## src/rtl/core/fnu_pkg.sv

```systemverilog
// Package for the fuzzy norm unit: constants, codes and shared types.
// No dependencies.
`timescale 1ns / 1ps
`default_nettype none
package fnu_pkg;
    localparam int FRAC_BITS_DEF = 16;
    localparam int QUEUE_DEPTH   = 4;
    localparam int QUEUE_AW      = 2;

    typedef enum logic [1:0] {
        CMD_COMPL = 2'd0,
        CMD_TNORM = 2'd1,
        CMD_SNORM = 2'd2,
        CMD_NONE  = 2'd3
    } cmd_t;

    typedef enum logic [2:0] {
        FAM_ZADEH     = 3'd0,
        FAM_HAMACHER  = 3'd1,
        FAM_ALGEBRAIC = 3'd2,
        FAM_EINSTEIN  = 3'd3,
        FAM_BOUNDED   = 3'd4,
        FAM_DRASTIC   = 3'd5,
        FAM_RSVD6     = 3'd6,
        FAM_RSVD7     = 3'd7
    } fam_t;
endpackage
`default_nettype wire

```

## src/rtl/core/fnu_queue.sv

```systemverilog
// Small FIFO between front end and back end.
// Depends on fnu_pkg.
`timescale 1ns / 1ps
`default_nettype none
module fnu_queue
    import fnu_pkg::*;
#(
    parameter int WIDTH = 8
) (
    input  wire logic             aclk,
    input  wire logic             aresetn,
    input  wire logic             in_valid,
    output logic                  in_ready,
    input  wire logic [WIDTH-1:0] in_data,
    output logic                  out_valid,
    input  wire logic             out_ready,
    output logic [WIDTH-1:0]      out_data
);
    logic [WIDTH-1:0]    mem_reg [QUEUE_DEPTH];
    logic [QUEUE_AW-1:0] wr_reg, rd_reg;
    logic [QUEUE_AW:0]   cnt_reg;
    logic                push, pop;

    assign in_ready  = cnt_reg != (QUEUE_AW+1)'(QUEUE_DEPTH);
    assign out_valid = cnt_reg != '0;
    assign out_data  = mem_reg[rd_reg];
    assign push = in_valid && in_ready;
    assign pop  = out_valid && out_ready;

    always_ff @(posedge aclk) begin
        if (!aresetn) begin
            wr_reg  <= '0;
            rd_reg  <= '0;
            cnt_reg <= '0;
        end else begin
            if (push) wr_reg <= wr_reg + 1'b1;
            if (pop)  rd_reg <= rd_reg + 1'b1;
            cnt_reg <= cnt_reg + (QUEUE_AW+1)'(push) - (QUEUE_AW+1)'(pop);
        end
        if (push) mem_reg[wr_reg] <= in_data;
    end
endmodule
`default_nettype wire

```

## config.mk

```make
export PLATFORM = sky130hd
export DESIGN_NAME = fnu_queue
export DESIGN_NICKNAME = d
export VERILOG_FILES = /design/src/rtl/core/fnu_pkg.sv /design/src/rtl/core/fnu_queue.sv
export SDC_FILE = /design/constraint.sdc
export NUM_CORES = 1
export LEC_CHECK = 0
export BUFFER_PORTS_ARGS = -buffer_cell sky130_fd_sc_hd__buf_2
export CAP_MARGIN = 20
export CORE_MARGIN = 5
export CORE_UTILIZATION = 50
export CTS_BUF_LIST = sky130_fd_sc_hd__clkbuf_16
export DETAILED_ROUTE_END_ITERATION = 8
export PLACE_DENSITY = 0.69
export SLEW_MARGIN = 0
export SYNTH_ARGS = -nofsm -noshare
export SYNTH_HDL_FRONTEND = slang
export SYNTH_SLANG_ARGS = --single-unit
```

## constraint.sdc

```tcl
create_clock -name aclk -period 3 [get_ports aclk]
set_input_delay 0.75 -clock aclk [delete_from_list [all_inputs] [get_ports aclk]]
set_output_delay 0.75 -clock aclk [all_outputs]
set_load 0.03 [all_outputs]
```

==> out/results.ini <==
[layout]
stdcell_area_mm2=0.00194
final_cell_mix=edfxtp_1 (32), buf_2 (21), dfxtp_1 (9)
layout_commonest_cell=edfxtp_1
n_fill_cell=241
seq_area_mm2=0.00114
fin_nets=134
syn_to_final_growth_pct=18.8
drive_gt1_frac=0.336
fin_cells=160
largest_reg_flops=32
multi_input_area_um2=460
antenna_cells=0

[sta]
tightest_slew_ns=0.555
finClkSkew_ns=0.00623
fmax_mhz=404
hold_ws_ns=0.500
rsz0062_at_grt=false
fin_tns_setup_ns=0
period_share=0.825
drv_slew=0
setup_viol=0
hold_viol=0
slew_headroom=0.630
finalWorstPathRequiredPeriod_ns=2.47

[setup_path]
r2r-end=cnt_reg[2]$_SDFF_PN0_
crit_family=flip-flops
worstPathCellList=mux4_2 > buf_2
cp_slowest_cell=dfxtp_1
crit_type=reg2out
cp.depth=2
critical_path_peak_fanout=8
path_buf_inv=1
r2r-start=cnt_reg[1]$_SDFF_PN0_
reg2reg_depth=11
r2r_slack_ns=0.58
arrival_ns=1.72
end_kind=primary output
required_ns=2.25
worst_setup_path_start_kind=flip-flop
cpPeakStageDelay_ns=0.67

[grt]
antenna_found_initial=0
grt_start_max_net_pins=13
grt_usage=0.141
grt_pass1_wl_um=4440
grt_pass1_vias=900
overflow=0

[clock_network]
cts_tree=built
cts_buffers=5
ctsHoldBuffers=0
clkLatencyLatePin_ns=0.28
cts_htree_levels=2
cts.sinks=41
cts_setup_buffers=0
clkTransAtPathRegs_ns=0.05
cts-resized-gates=0
cts-root-buf=clkbuf_16
cts.path.max_buffers=2

[synth]
syn-instance-count=90
yosysUniqueCellTypes=18
yosysTopAreaCell=edfxtp_1
ys_ff_latch=41
netlist_area_mm2=0.00164
yosysWarnings=0
seq_area_frac_synth=0.698
yosys.area.top_type_share=0.588
synth_fp_nets=109
ys_top_cells_by_area=edfxtp_1 (59%), dfxtp_1 (11%), mux4_2 (11%)
avgSynthCellArea_um2=18.2

[pwr]
p_seq_frac=0.425
p_int_w=0.00130
leakagePower_nw=0.707
swShare=0.297
p_clk_frac=0.312
power_switching_w=0.000550
p_per_area_mw_per_mm2=952
ir_drop_v=0.000441
comb_power_share=0.263

[placed_design]
dpl_cell_area_mm2=0.00178
place_hpwl_um=1770
placed_cells=152
io_buffers=21
gp_congestion=0.735

[floorplanning]
start_util=0.527
die_y_um=67.2
dieArea_mm2=0.00451
std_cell_rows=20
core_area_mm2=0.00310
io_pins=22
die_w_um=67.2

[drt]
remaining_drc_errors=0
first_iter_violations=65
drt_first_pass_iters=4
wl_per_cell_um=16.3
ant_nets=0
num_vias=825
wl_um=2610
via_per_inst=5.16

[run]
maxCapViolCount=0

[worst_hold_path]
min-delay-start=wr_reg[1]$_SDFFE_PN0P_
hold_depth=2
hold_class=reg2reg
hold_end=wr_reg[1]$_SDFFE_PN0P_

[status]
outcome=completed

[worst min-delay path, stage by stage (launching register included)]
cell and delay (ns):
dfxtp_1 0.33, nand2_1 0.06, mux2i_1 0.06
[logic make-up after synthesis]
kind of cell	count (synthesis)	share of synthesized area
compound gates	3	0.0230
xor+xnor	4	0.0214
fa+ha+maj	7	0.0581
buf+inv	8	0.0207
flops	41	0.698
mux	10	0.122
simple gates	17	0.0566
[Yosys cell counts (all sizes together)]
cell type  count
nand2          5
nor2b          3
o31a           1
edfxtp        32
and2           7
a21boi         1
nor2           1
inv            5
mux4           8
ha             6
fa             1
xnor2          4
or3            1
mux2i          2
o311ai         1
clkbuf         2
dfxtp          9
buf            1
[power groups by stage]
stage                     Combinational [W]  Sequential, W  Clock [W]
after floorplan                    0.000415       0.000752          0
after global placement             0.000482       0.000793          0
after detailed placement           0.000490       0.000802          0
after CTS                          0.000495       0.000792   0.000589
after global routing               0.000533       0.000805   0.000616
final                              0.000486       0.000786   0.000577
[metal layers]
metal  wire length, µm  GRT usage  vias up
met1              1090      0.164      414
met4                30     0.0380        0
met5                 0          0        -
met3               129     0.0616        4
met2              1360      0.239       18
li1                  -          -      389
[layout make-up]
type,count,share of cell area
clock inverters,3,0.0193
flip-flops and latches,41,0.587
repair buffers,21,0.0541
multi-input cells,41,0.237
inverters,5,0.00966
well taps,44,0.0283
clock buffers,5,0.0644
[metrics by stage]
stage / total power [W] / setup WS [ns] / util
4_1_cts: 0.00188 / 0.465 / 0.626
2_1_floorplan: 0.00117 / 0.562 / -
5_1_grt: 0.00195 / 0.375 / 0.626
6_report: 0.00185 / 0.526 / 0.626
3_5_place_dp: 0.00129 / 0.350 / 0.574
3_3_place_gp: 0.00127 / 0.425 / 0.574
[worst max path at each step]
stage,slack (ns),endpoint,start
3_3_place_gp,0.42,cnt_reg[2]$_SDFF_PN0_,in_valid
3_5_place_dp,0.35,cnt_reg[2]$_SDFF_PN0_,in_valid
5_1_grt,0.37,cnt_reg[2]$_SDFF_PN0_,cnt_reg[1]$_SDFF_PN0_
6_report,0.53,out_data[3],flip-flop
4_1_cts,0.47,out_data[3],flip-flop
2_1_floorplan,0.56,cnt_reg[2]$_SDFF_PN0_,in_valid
(Power assumes the default switching activity.)
