`src/rtl/core/fnu_pkg.sv`:
```
// Package for the fuzzy norm unit: constants, codes and shared types.
// No dependencies.
`timescale 1ns / 1ps
`default_nettype none
package fnu_pkg;
    localparam int FRAC_BITS_DEF = 16;
    localparam int QUEUE_DEPTH   = 4;
    localparam int QUEUE_AW      = 2;

    typedef enum logic [1:0] {
        CMD_COMPL = 2'd0,
        CMD_TNORM = 2'd1,
        CMD_SNORM = 2'd2,
        CMD_NONE  = 2'd3
    } cmd_t;

    typedef enum logic [2:0] {
        FAM_ZADEH     = 3'd0,
        FAM_HAMACHER  = 3'd1,
        FAM_ALGEBRAIC = 3'd2,
        FAM_EINSTEIN  = 3'd3,
        FAM_BOUNDED   = 3'd4,
        FAM_DRASTIC   = 3'd5,
        FAM_RSVD6     = 3'd6,
        FAM_RSVD7     = 3'd7
    } fam_t;
endpackage
`default_nettype wire

```
`src/rtl/core/fnu_front.sv`:
```
// Front end: saturates inputs, forms the product and operands of each operation.
// Depends on fnu_pkg.
`timescale 1ns / 1ps
`default_nettype none
module fnu_front
    import fnu_pkg::*;
#(
    parameter int FRAC_BITS = FRAC_BITS_DEF
) (
    input  wire logic                   aclk,
    input  wire logic                   aresetn,
    input  wire logic                   in_valid,
    output logic                        in_ready,
    input  wire logic [1:0]             in_cmd,
    input  wire logic [FRAC_BITS:0]     in_a,
    input  wire logic [FRAC_BITS:0]     in_b,
    input  wire logic [2:0]             family,
    output logic                        out_valid,
    input  wire logic                   out_ready,
    // {undef, direct, num, den}: direct means result is num, no quotient
    output logic                        out_direct,
    output logic                        out_undef,
    output logic [FRAC_BITS+1:0]        out_num,
    output logic [FRAC_BITS+1:0]        out_den
);
    localparam int W = FRAC_BITS + 1;
    localparam logic [W-1:0] ONE = W'(1) << FRAC_BITS;

    // stage 1: saturated operands and raw product
    logic                s1_valid_reg;
    logic [1:0]          s1_cmd_reg;
    logic [2:0]          s1_fam_reg;
    logic [W-1:0]        s1_a_reg, s1_b_reg;
    logic [2*W-1:0]      s1_prod_reg;
    logic [W-1:0]        sa, sb;
    logic                s1_adv;

    // stage 2 (output) registers
    logic                s2_valid_reg;
    logic                s2_direct_reg, s2_undef_reg;
    logic [W:0]          s2_num_reg, s2_den_reg;
    logic                s2_adv;

    assign s2_adv   = !s2_valid_reg || out_ready;
    assign s1_adv   = !s1_valid_reg || s2_adv;
    assign in_ready = s1_adv;

    assign sa = (in_a > ONE) ? ONE : in_a;
    assign sb = (in_b > ONE) ? ONE : in_b;

    always_ff @(posedge aclk) begin
        if (!aresetn) begin
            s1_valid_reg <= 1'b0;
        end else if (s1_adv) begin
            s1_valid_reg <= in_valid;
        end
        if (s1_adv) begin
            s1_cmd_reg  <= in_cmd;
            s1_fam_reg  <= family;
            s1_a_reg    <= sa;
            s1_b_reg    <= sb;
            s1_prod_reg <= sa * sb;
        end
    end

    logic [W-1:0] p;
    logic [W+1:0] sum, t_alg, s_alg, two_p;
    logic         dir_next, und_next;
    logic [W:0]   num_next, den_next;
    logic [W-1:0] mn, mx;

    always_comb begin
        p     = s1_prod_reg[FRAC_BITS +: W];
        sum   = (W+2)'(s1_a_reg) + (W+2)'(s1_b_reg);
        t_alg = sum - (W+2)'(p);
        two_p = (W+2)'(p) << 1;
        s_alg = sum - two_p;
        mn    = (s1_a_reg < s1_b_reg) ? s1_a_reg : s1_b_reg;
        mx    = (s1_a_reg > s1_b_reg) ? s1_a_reg : s1_b_reg;
        dir_next = 1'b1;
        und_next = 1'b0;
        num_next = '0;
        den_next = (W+1)'(ONE);
        case (s1_cmd_reg)
            CMD_COMPL: num_next = (W+1)'(ONE - s1_a_reg);
            CMD_TNORM: begin
                case (s1_fam_reg)
                    FAM_HAMACHER: begin
                        if (t_alg == '0) begin
                            und_next = 1'b1;
                        end else begin
                            dir_next = 1'b0;
                            num_next = (W+1)'(p);
                            den_next = t_alg[W:0];
                        end
                    end
                    FAM_ALGEBRAIC: num_next = (W+1)'(p);
                    FAM_EINSTEIN: begin
                        dir_next = 1'b0;
                        num_next = (W+1)'(p);
                        // ranges ONE..2*ONE, needs the full W+1 bits
                        den_next = (W+1)'((W+2)'(ONE) * 2 - t_alg);
                    end
                    FAM_BOUNDED: num_next = (sum > (W+2)'(ONE))
                                          ? (W+1)'(sum - (W+2)'(ONE)) : '0;
                    FAM_DRASTIC: num_next = (s1_a_reg < ONE && s1_b_reg < ONE)
                                          ? '0 : (W+1)'(mn);
                    default: num_next = (W+1)'(mn);
                endcase
            end
            CMD_SNORM: begin
                case (s1_fam_reg)
                    FAM_HAMACHER: begin
                        if (p == ONE) begin
                            und_next = 1'b1;
                            num_next = (W+1)'(ONE);
                        end else begin
                            dir_next = 1'b0;
                            num_next = s_alg[W:0];
                            den_next = (W+1)'(ONE - p);
                        end
                    end
                    FAM_ALGEBRAIC: num_next = t_alg[W:0];
                    FAM_EINSTEIN: begin
                        dir_next = 1'b0;
                        num_next = sum[W:0];
                        den_next = (W+1)'(ONE) + (W+1)'(p);
                    end
                    FAM_BOUNDED: num_next = sum[W:0];
                    FAM_DRASTIC: num_next = (s1_a_reg != '0 && s1_b_reg != '0)
                                          ? (W+1)'(ONE) : (W+1)'(mx);
                    default: num_next = (W+1)'(mx);
                endcase
            end
            default: num_next = '0;
        endcase
    end

    always_ff @(posedge aclk) begin
        if (!aresetn) begin
            s2_valid_reg <= 1'b0;
        end else if (s2_adv) begin
            s2_valid_reg <= s1_valid_reg;
        end
        if (s2_adv) begin
            s2_direct_reg <= dir_next;
            s2_undef_reg  <= und_next;
            s2_num_reg    <= num_next;
            s2_den_reg    <= den_next;
        end
    end

    assign out_valid  = s2_valid_reg;
    assign out_direct = s2_direct_reg;
    assign out_undef  = s2_undef_reg;
    assign out_num    = s2_num_reg;
    assign out_den    = s2_den_reg;
endmodule
`default_nettype wire

```
`config.mk`:
```
export PLATFORM = sky130hd
export DESIGN_NAME = fnu_front
export DESIGN_NICKNAME = d
export VERILOG_FILES = /design/src/rtl/core/fnu_pkg.sv /design/src/rtl/core/fnu_front.sv
export SDC_FILE = /design/constraint.sdc
export NUM_CORES = 1
export LEC_CHECK = 0
export BUFFER_PORTS_ARGS = -buffer_cell sky130_fd_sc_hd__buf_2
export CORE_MARGIN = 10
export CORE_UTILIZATION = 40
export CTS_BUF_LIST = sky130_fd_sc_hd__clkbuf_4 sky130_fd_sc_hd__clkbuf_8
export DETAILED_ROUTE_END_ITERATION = 10
export GPL_ROUTABILITY_DRIVEN = 0
export PLACE_DENSITY = 0.58
export SKIP_CTS_REPAIR_TIMING = 1
export SYNTH_ARGS = -nofsm -noshare
export SYNTH_HDL_FRONTEND = slang
export SYNTH_SLANG_ARGS = --single-unit
export TNS_END_PERCENT = 10
```
`constraint.sdc`:
```
create_clock -name aclk -period 22.1 [get_ports aclk]
set_input_delay 3.315 -clock aclk [delete_from_list [all_inputs] [get_ports aclk]]
set_output_delay 3.315 -clock aclk [all_outputs]
set_load 0.05 [all_outputs]
```
==> impl_summary.txt, run 1 <==
----------------------------------------------------
[Place]
  Worst setup timing slack at the placement stage ... 10.58 ns
  Dpl cells ... 2794
  Placement Cell Area ... 19040 sq um
  Post-DP HPWL ... 45.96 mm
  Port bufs ... 82

[Floorplan]
  Top Ports ... 83
  Die Y-Extent ... 232.7 microns
  Starting utilization of the core area ... 0.4067
  Die width ... 232.7 microns
  Area of the core ... 44510 sq um
  Core Rows ... 77
  Die ar. ... 54170 sq um

[GRT]
  Wire length of the first global-routing pass ... 88.89 mm
  Largest net degree at the start of global routing ... 39
  Initial antenna violation count ... 0
  Number of global-route vias before repair ... 16182
  GR Overflow Total ... 0
  GRT Overall Usage ... 0.2083

[Routing]
  Number of nets with antenna violations after detailed routing ... 0
  Vias after detailed routing ... 15776
  DRT Pass-1 Iters ... 6
  Total length of routed wires ... 55.92 mm
  Via-to-Cell Ratio ... 5.612
  Average routed wire per standard cell ... 19.89 microns
  DRC violations left ... 0
  Number of DRC violations after detailed-routing iteration 0 ... 1386

[Timing]
  Max Transition Viols Final ... 0
  Final min period ... 11.08 ns
  Final TNS setup ... 0 ns
  Unrepaired setup endpoints after global routing ... false
  Slew at the pin closest to its max-slew limit ... 0.9783 ns
  Ratio of final minimum period to clock period ... 0.5012
  Final setup violating endpoints ... 0
  Top achievable clock speed ... 90.27 MHz
  Slew Limit Headroom ... 0.3478
  Number of failing hold endpoints at the final stage ... 0
  Final WS setup ... 11.02 ns
  Setup skew after layout ... 0.01533 ns
  Hold WS ... 0.5318 ns

[Worst setup path]
  CP endpoint kind ... register
  Data required time at the worst endpoint ... 22.28 ns
  Source of the critical timing path ... in_b[5]
  Slowest stage cell on the critical path ... a211oi_1
  CP max stage delay ... 0.60 ns
  Most used cell along the critical path ... fa_1
  Maximum fanout along the worst path ... 22
  Arr. time, crit path ... 11.25 ns
  Nature of the critical path startpoint ... primary input
  Classification of the worst setup path ... in2reg
  Worst setup slack for register-to-register paths ... 15.37 ns
  Worst R2R Start ... s1_b_reg[4]$_DFFE_PP_

[Logic synthesis]
  Number of distinct library cells after synthesis ... 88
  Share of flip-flops with an asynchronous set or reset ... 0
  Netlist area before placement ... 18100 sq um
  Cell type with the highest aggregate area in the netlist ... fa_1
  Sequential share of the synthesized area ... 0.1581
  Mean post-synth cell area ... 8.277 sq um
  Flip-flop and latch count after synthesis ... 96
  Count of yosys warnings during synthesis ... 0
  Cells taking the most area after synthesis ... fa_1, edfxtp_1, ha_1, inv_1, nand2_1
  Post-Synthesis Net Count ... 2632
  Commonest register cell after synthesis ... edfxtp_1
  Number of enable flip-flop cells after synthesis ... 94
  Mapped Cells ... 2187
  Yosys top cell area share ... 0.2477

[Clocking]
  CTS tree ... built
  H-tree levels ... 3
  Num CTS Buffers ... 9
  Maximum root-to-sink buffer count ... 2
  Clock root buffer ... clkbuf_8
  Number of clock sinks ... 96
  Clock-pin slew of the registers on the worst-case setup and hold paths ... 0.10 ns
  Insertion delay to the later sink of the worst-skew pair ... 0.42 ns

[Final layout]
  Fraction of layout cells with a size suffix above 1 ... 0.05996
  Number of standard cells in the layout, taps in and fillers out ... 2811
  Post-synthesis to final-layout area growth ... 6.255%
  Fill cells ... 4544
  Final design area excluding fillers ... 19230 sq um
  Nets ... 2658
  Final standard cell utilization of the core ... 0.4321

[Worst hold path]
  Worst hold start ... s1_valid_reg$_SDFFE_PN0P_
  HP Class ... reg2reg

[Run]
  Number of maximum-capacitance constraint violations ... 0

[Pwr]
  Leakage component of the power ... 9.004 nW
  Overall power after layout ... 1.310 mW
  Maximum VDD drop ... 0.03805 mV
  Cell area power density ... 68.08 nW/um^2

[Outcome]
  Result of the run ... complete, no violations

----------------------------------------------------
==> worst max-delay path: cells and delay by family <==
kind	cells	cell delay [ns]
AO/OA/AOI/OAI	8	2.14
XOR/XNOR	1	0.13
adder cells (fa/ha/maj)	7	3.36
buffers and inverters	5	0.65
AND/OR/NAND/NOR	5	1.65
==> layer usage <==
layer / global-route usage / share of wire / up-vias
li1: - / - / 7301
met4: 0.07507 / 0.032 / 0
met5: 0 / 0 / -
met2: 0.3507 / 0.47 / 675
met3: 0.02580 / 0.068 / 100
met1: 0.2700 / 0.43 / 7700
==> cell usage after synthesis, types with 17 or more instances <==
cell type / count
edfxtp_1: 94
nand2_1: 275
clkbuf_1: 67
nor2b_1: 20
and2_1: 17
nor2_1: 237
ha_1: 178
inv_1: 373
o21ai_0: 68
and3_1: 19
nor4_1: 20
a31oi_1: 27
nor3_1: 42
xor2_1: 27
o21ai_1: 22
o21a_1: 17
a21oi_1: 106
a21o_1: 22
xnor2_1: 47
fa_1: 224
nand3_1: 26
==> power breakdown <==
group          switching (mW)  leakage (nW)  total, mW  internal [mW]
logic                   0.573          7.82      0.908          0.335
registers              0.0426          1.08      0.283          0.240
clock network          0.0737        0.0963      0.119         0.0451
total                   0.689          9.00       1.31          0.621
==> logic make-up (layout without fill, tap and decap cells) <==
| family | Yosys count | count (layout) | share of synthesized area |
|---|---|---|---|
| AO/OA/AOI/OAI | 414 | 414 | 0.1519 |
| XOR/XNOR | 74 | 74 | 0.03580 |
| adder cells (fa/ha/maj) | 402 | 402 | 0.3707 |
| buffers and inverters | 460 | 491 | 0.09614 |
| flip-flops | 96 | 96 | 0.1581 |
| multiplexers | 16 | 16 | 0.008847 |
| other | 0 | 1 | 0 |
| AND/OR/NAND/NOR | 725 | 725 | 0.1785 |
==> area by class of cell <==
type,count,area [sq um],area share
multi-input combinational,1631,13510,0.7023
inverter,381,1430,0.07435
clock inverter,6,58.81,0.003057
clock buffer,10,131.4,0.006830
tap,592,740.7,0.03851
antenna,1,2.502,0.0001301
timing repair buffer,94,500.5,0.02602
sequential,96,2863,0.1488
==> cells in the final DEF, fill, tap and decap left out, types with 9 or more instances in the layout <==
master    count
nand2_1     274
o21ai_1      22
a31oi_1      27
nor4_1       20
a21o_1       22
o21bai_1     10
edfxtp_1     94
o22ai_1      12
o21ai_0      68
a211oi_1     16
xnor2_1      47
clkbuf_8      9
fa_1        224
o31ai_1      16
and2_1       17
nor3_1       42
and3_1       19
inv_1       373
nand4_1      13
buf_2        82
nand3_1      26
buf_4        12
nand2b_1     16
nor2_1      237
ha_1        178
or3_1        12
mux2i_1      16
xor2_1       27
nor2b_1      20
o21a_1       17
a21oi_1     106
==> path summary, 6_finish.rpt <==
path | cells after the start | to
setup / recovery | 26 | s1_prod_reg[32]$_DFFE_PP_
hold / removal | 1 | out_valid$_SDFFE_PN0P_
setup reg to reg | 19 | out_num[2]$_DFFE_PP_
hold reg to reg | 1 | out_valid$_SDFFE_PN0P_
(Power assumes the default switching activity.)
==> run 2: changes to the inputs <==
clock period = 10.9 ns   (was 22.1 ns; I/O delays follow)
==> run 2 against run 1 <==
Net effect:
- combinational power rose by 100%
- clock skew rose by 0.0025 ns
- first-iteration DRC count fell by 15%
- sequential share of layout area barely moved
- flip-flop and latch count did not move
- critical path type unchanged
==> impl_summary.txt, run 2 (synthesis results as in run 1) <==
----------------------------------------------------
[Outcome]
  Result of the run ... complete, no violations

[Timing]
  Final setup violating endpoints ... 0 (unchanged)
  Top achievable clock speed ... 106.5 MHz
  Final TNS setup ... 0 ns (unchanged)
  Slew at the pin closest to its max-slew limit ... 0.9794 ns (+0.001131 ns)
  Setup skew after layout ... 0.01786 ns (+0.002528 ns)
  Number of failing hold endpoints at the final stage ... 0 (unchanged)
  Ratio of final minimum period to clock period ... 0.8617
  Final min period ... 9.393 ns
  Max Transition Viols Final ... 0 (unchanged)
  Unrepaired setup endpoints after global routing ... false
  Slew Limit Headroom ... 0.3470 (-0.0007540)

[Routing]
  Number of nets with antenna violations after detailed routing ... 0 (unchanged)
  DRC violations left ... 0 (unchanged)
  Total met3 wirelength after detailed routing ... 3.531 mm (-6.7%)
  Average routed wire per standard cell ... 19.92 microns (+0.12%)
  Via-to-Cell Ratio ... 5.583 (-0.53%)
  Number of DRC violations after detailed-routing iteration 0 ... 1180 (-15%)
  DRT Pass-1 Iters ... 6 (unchanged)
  Uppermost routed layer ... met5
  Met1 routed wirelength after detailed routing ... 24.21 mm (+1.0%)
  Vias after detailed routing ... 15715 (-0.39%)
  Total length of routed wires ... 56.07 mm (+0.27%)
  Total met2 wirelength after detailed routing ... 26.30 mm (-0.29%)

[GRT]
  Initial antenna violation count ... 2 (+2)
  Largest net degree at the start of global routing ... 39 (unchanged)
  Number of global-route vias before repair ... 15903 (-1.7%)
  GRT Overall Usage ... 0.2069 (-0.001421)
  GR Overflow Total ... 0 (unchanged)
  Wire length of the first global-routing pass ... 88.06 mm (-0.93%)

[Worst hold path]
  Cell count of the worst hold path ... 1 (unchanged)
  HP Class ... reg2reg

[Place]
  Post-DP HPWL ... 45.87 mm (-0.18%)
  Dpl cells ... 2799 (+0.18%)
  Port bufs ... 82 (unchanged)

[Worst setup path]
  Maximum fanout along the worst path ... 22 (unchanged)
  Arr. time, crit path ... 9.58 ns (-1.67 ns)
  Nature of the critical path startpoint ... primary input
  Cell depth of the worst flop-to-flop path ... 19 (unchanged)
  CP endpoint kind ... register
  Data required time at the worst endpoint ... 11.08 ns (-11.20 ns)
  Classification of the worst setup path ... in2reg

[Clocking]
  Maximum root-to-sink buffer count ... 2 (unchanged)
  Clock root buffer ... clkbuf_8
  H-tree levels ... 3 (unchanged)
  Insertion delay to the later sink of the worst-skew pair ... 0.44 ns (+0.02 ns)
  CTS tree ... built
  Num CTS Buffers ... 9 (unchanged)
  Clock-pin slew of the registers on the worst-case setup and hold paths ... 0.10 ns (about the same)
  Number of clock sinks ... 96 (unchanged)

[Final layout]
  Fraction of layout cells with a size suffix above 1 ... 0.06166 (+0.001692)
  Commonest cells after routing, fill and taps aside ... inv_1, nand2_1, nor2_1
  Number of standard cells in the layout, taps in and fillers out ... 2815 (+0.14%)
  Leading cell type in the layout, fill and taps excluded ... inv_1
  Post-synthesis to final-layout area growth ... 6.511%
  Fill cells ... 4557 (+0.29%)
  Area taken by multi-input logic gates ... 13510 sq um (unchanged)
  Sequential Area ... 2863 sq um (unchanged)
  Nets ... 2663 (+0.19%)

[Floorplan]
  Die ar. ... 54170 sq um (unchanged)
  Die width ... 232.7 microns (unchanged)
  Core Rows ... 77 (unchanged)
  Area of the core ... 44510 sq um (unchanged)
  Top Ports ... 83 (unchanged)
  Starting utilization of the core area ... 0.4067 (unchanged)
  Die Y-Extent ... 232.7 microns (unchanged)

[Pwr]
  Maximum VDD drop ... 0.08141 mV (+110%)
  Leakage component of the power ... 9.031 nW (+0.30%)
  Overall power after layout ... 2.674 mW (+100%)
  Cell area power density ... 138.7 nW/um^2 (+100%)

[Run]
  Number of maximum-capacitance constraint violations ... 0 (unchanged)

----------------------------------------------------
[run 2: cell types whose count changed in the layout (fill, tap and decap cells not counted), sizes merged]
cell / delta
clkbuf: -1
buf: +5
bufinv: +1
clkinv: -1
[run 2: cell type report]
type | instances | share of cell area
flip-flops and latches | 96 | 0.1485
multi-input cells | 1631 | 0.7006
inverters | 381 | 0.07417
diodes | 1 | 0.0001298
repair buffers | 99 | 0.02790
clock inverters | 6 | 0.003894
clock buffers | 9 | 0.006424
well taps | 592 | 0.03842
[run 2: final timing paths]
kind                        startpoint                   endpoint  slack [ns]
max                            in_b[5]  s1_prod_reg[32]$_DFFE_PP_        1.51
min          s1_valid_reg$_SDFFE_PN0P_     out_valid$_SDFFE_PN0P_        0.53
max reg2reg      s1_b_reg[4]$_DFFE_PP_       out_den[9]$_DFFE_PP_        4.02
min reg2reg  s1_valid_reg$_SDFFE_PN0P_     out_valid$_SDFFE_PN0P_        0.53
[run 2: critical path, cell delays in order]
cell       delay, ns
buf_2           0.11
nor4_1          0.55
nand4_1         0.16
nand2_1         0.54
nand2_1         0.29
inv_1           0.40
nand2_1         0.14
fa_1            0.51
fa_1            0.52
fa_1            0.52
inv_1           0.06
fa_1            0.46
fa_1            0.52
inv_1           0.05
fa_1            0.47
inv_1           0.04
ha_1            0.30
o2111ai_1       0.13
a21oi_1         0.13
a21bo_2         0.25
a211oi_1        0.59
a221o_1         0.40
a211oi_1        0.15
o31ai_1         0.34
a21oi_1         0.13
xnor2_1         0.13
[run 2: stage by stage]
step / setup WS (ns) / hold slack, ns / cell area, sq um / utilization
floorplan: 2.495 / 0.4627 / 18100 / -
global placement: 1.221 / 0.5010 / 19080 / 0.4287
detailed placement: 0.9851 / 0.5119 / 19080 / 0.4287
CTS: 1.453 / 0.5355 / 19280 / 0.4331
global route: 0.8788 / 0.5519 / 19280 / 0.4331
finish: 1.507 / 0.5257 / 19280 / 0.4332
[run 2: where the power goes]
group          leakage, nW  switching (mW)  internal, mW
Clock               0.0986           0.147         0.109
Combinational         7.85            1.16         0.678
Sequential            1.08          0.0888         0.487
[run 2: metal layers]
metal	GRT usage	vias to the layer above
li1	-	7311
met1	0.2697	7654
met2	0.3450	621
met3	0.02446	125
met4	0.08014	4
met5	0	-
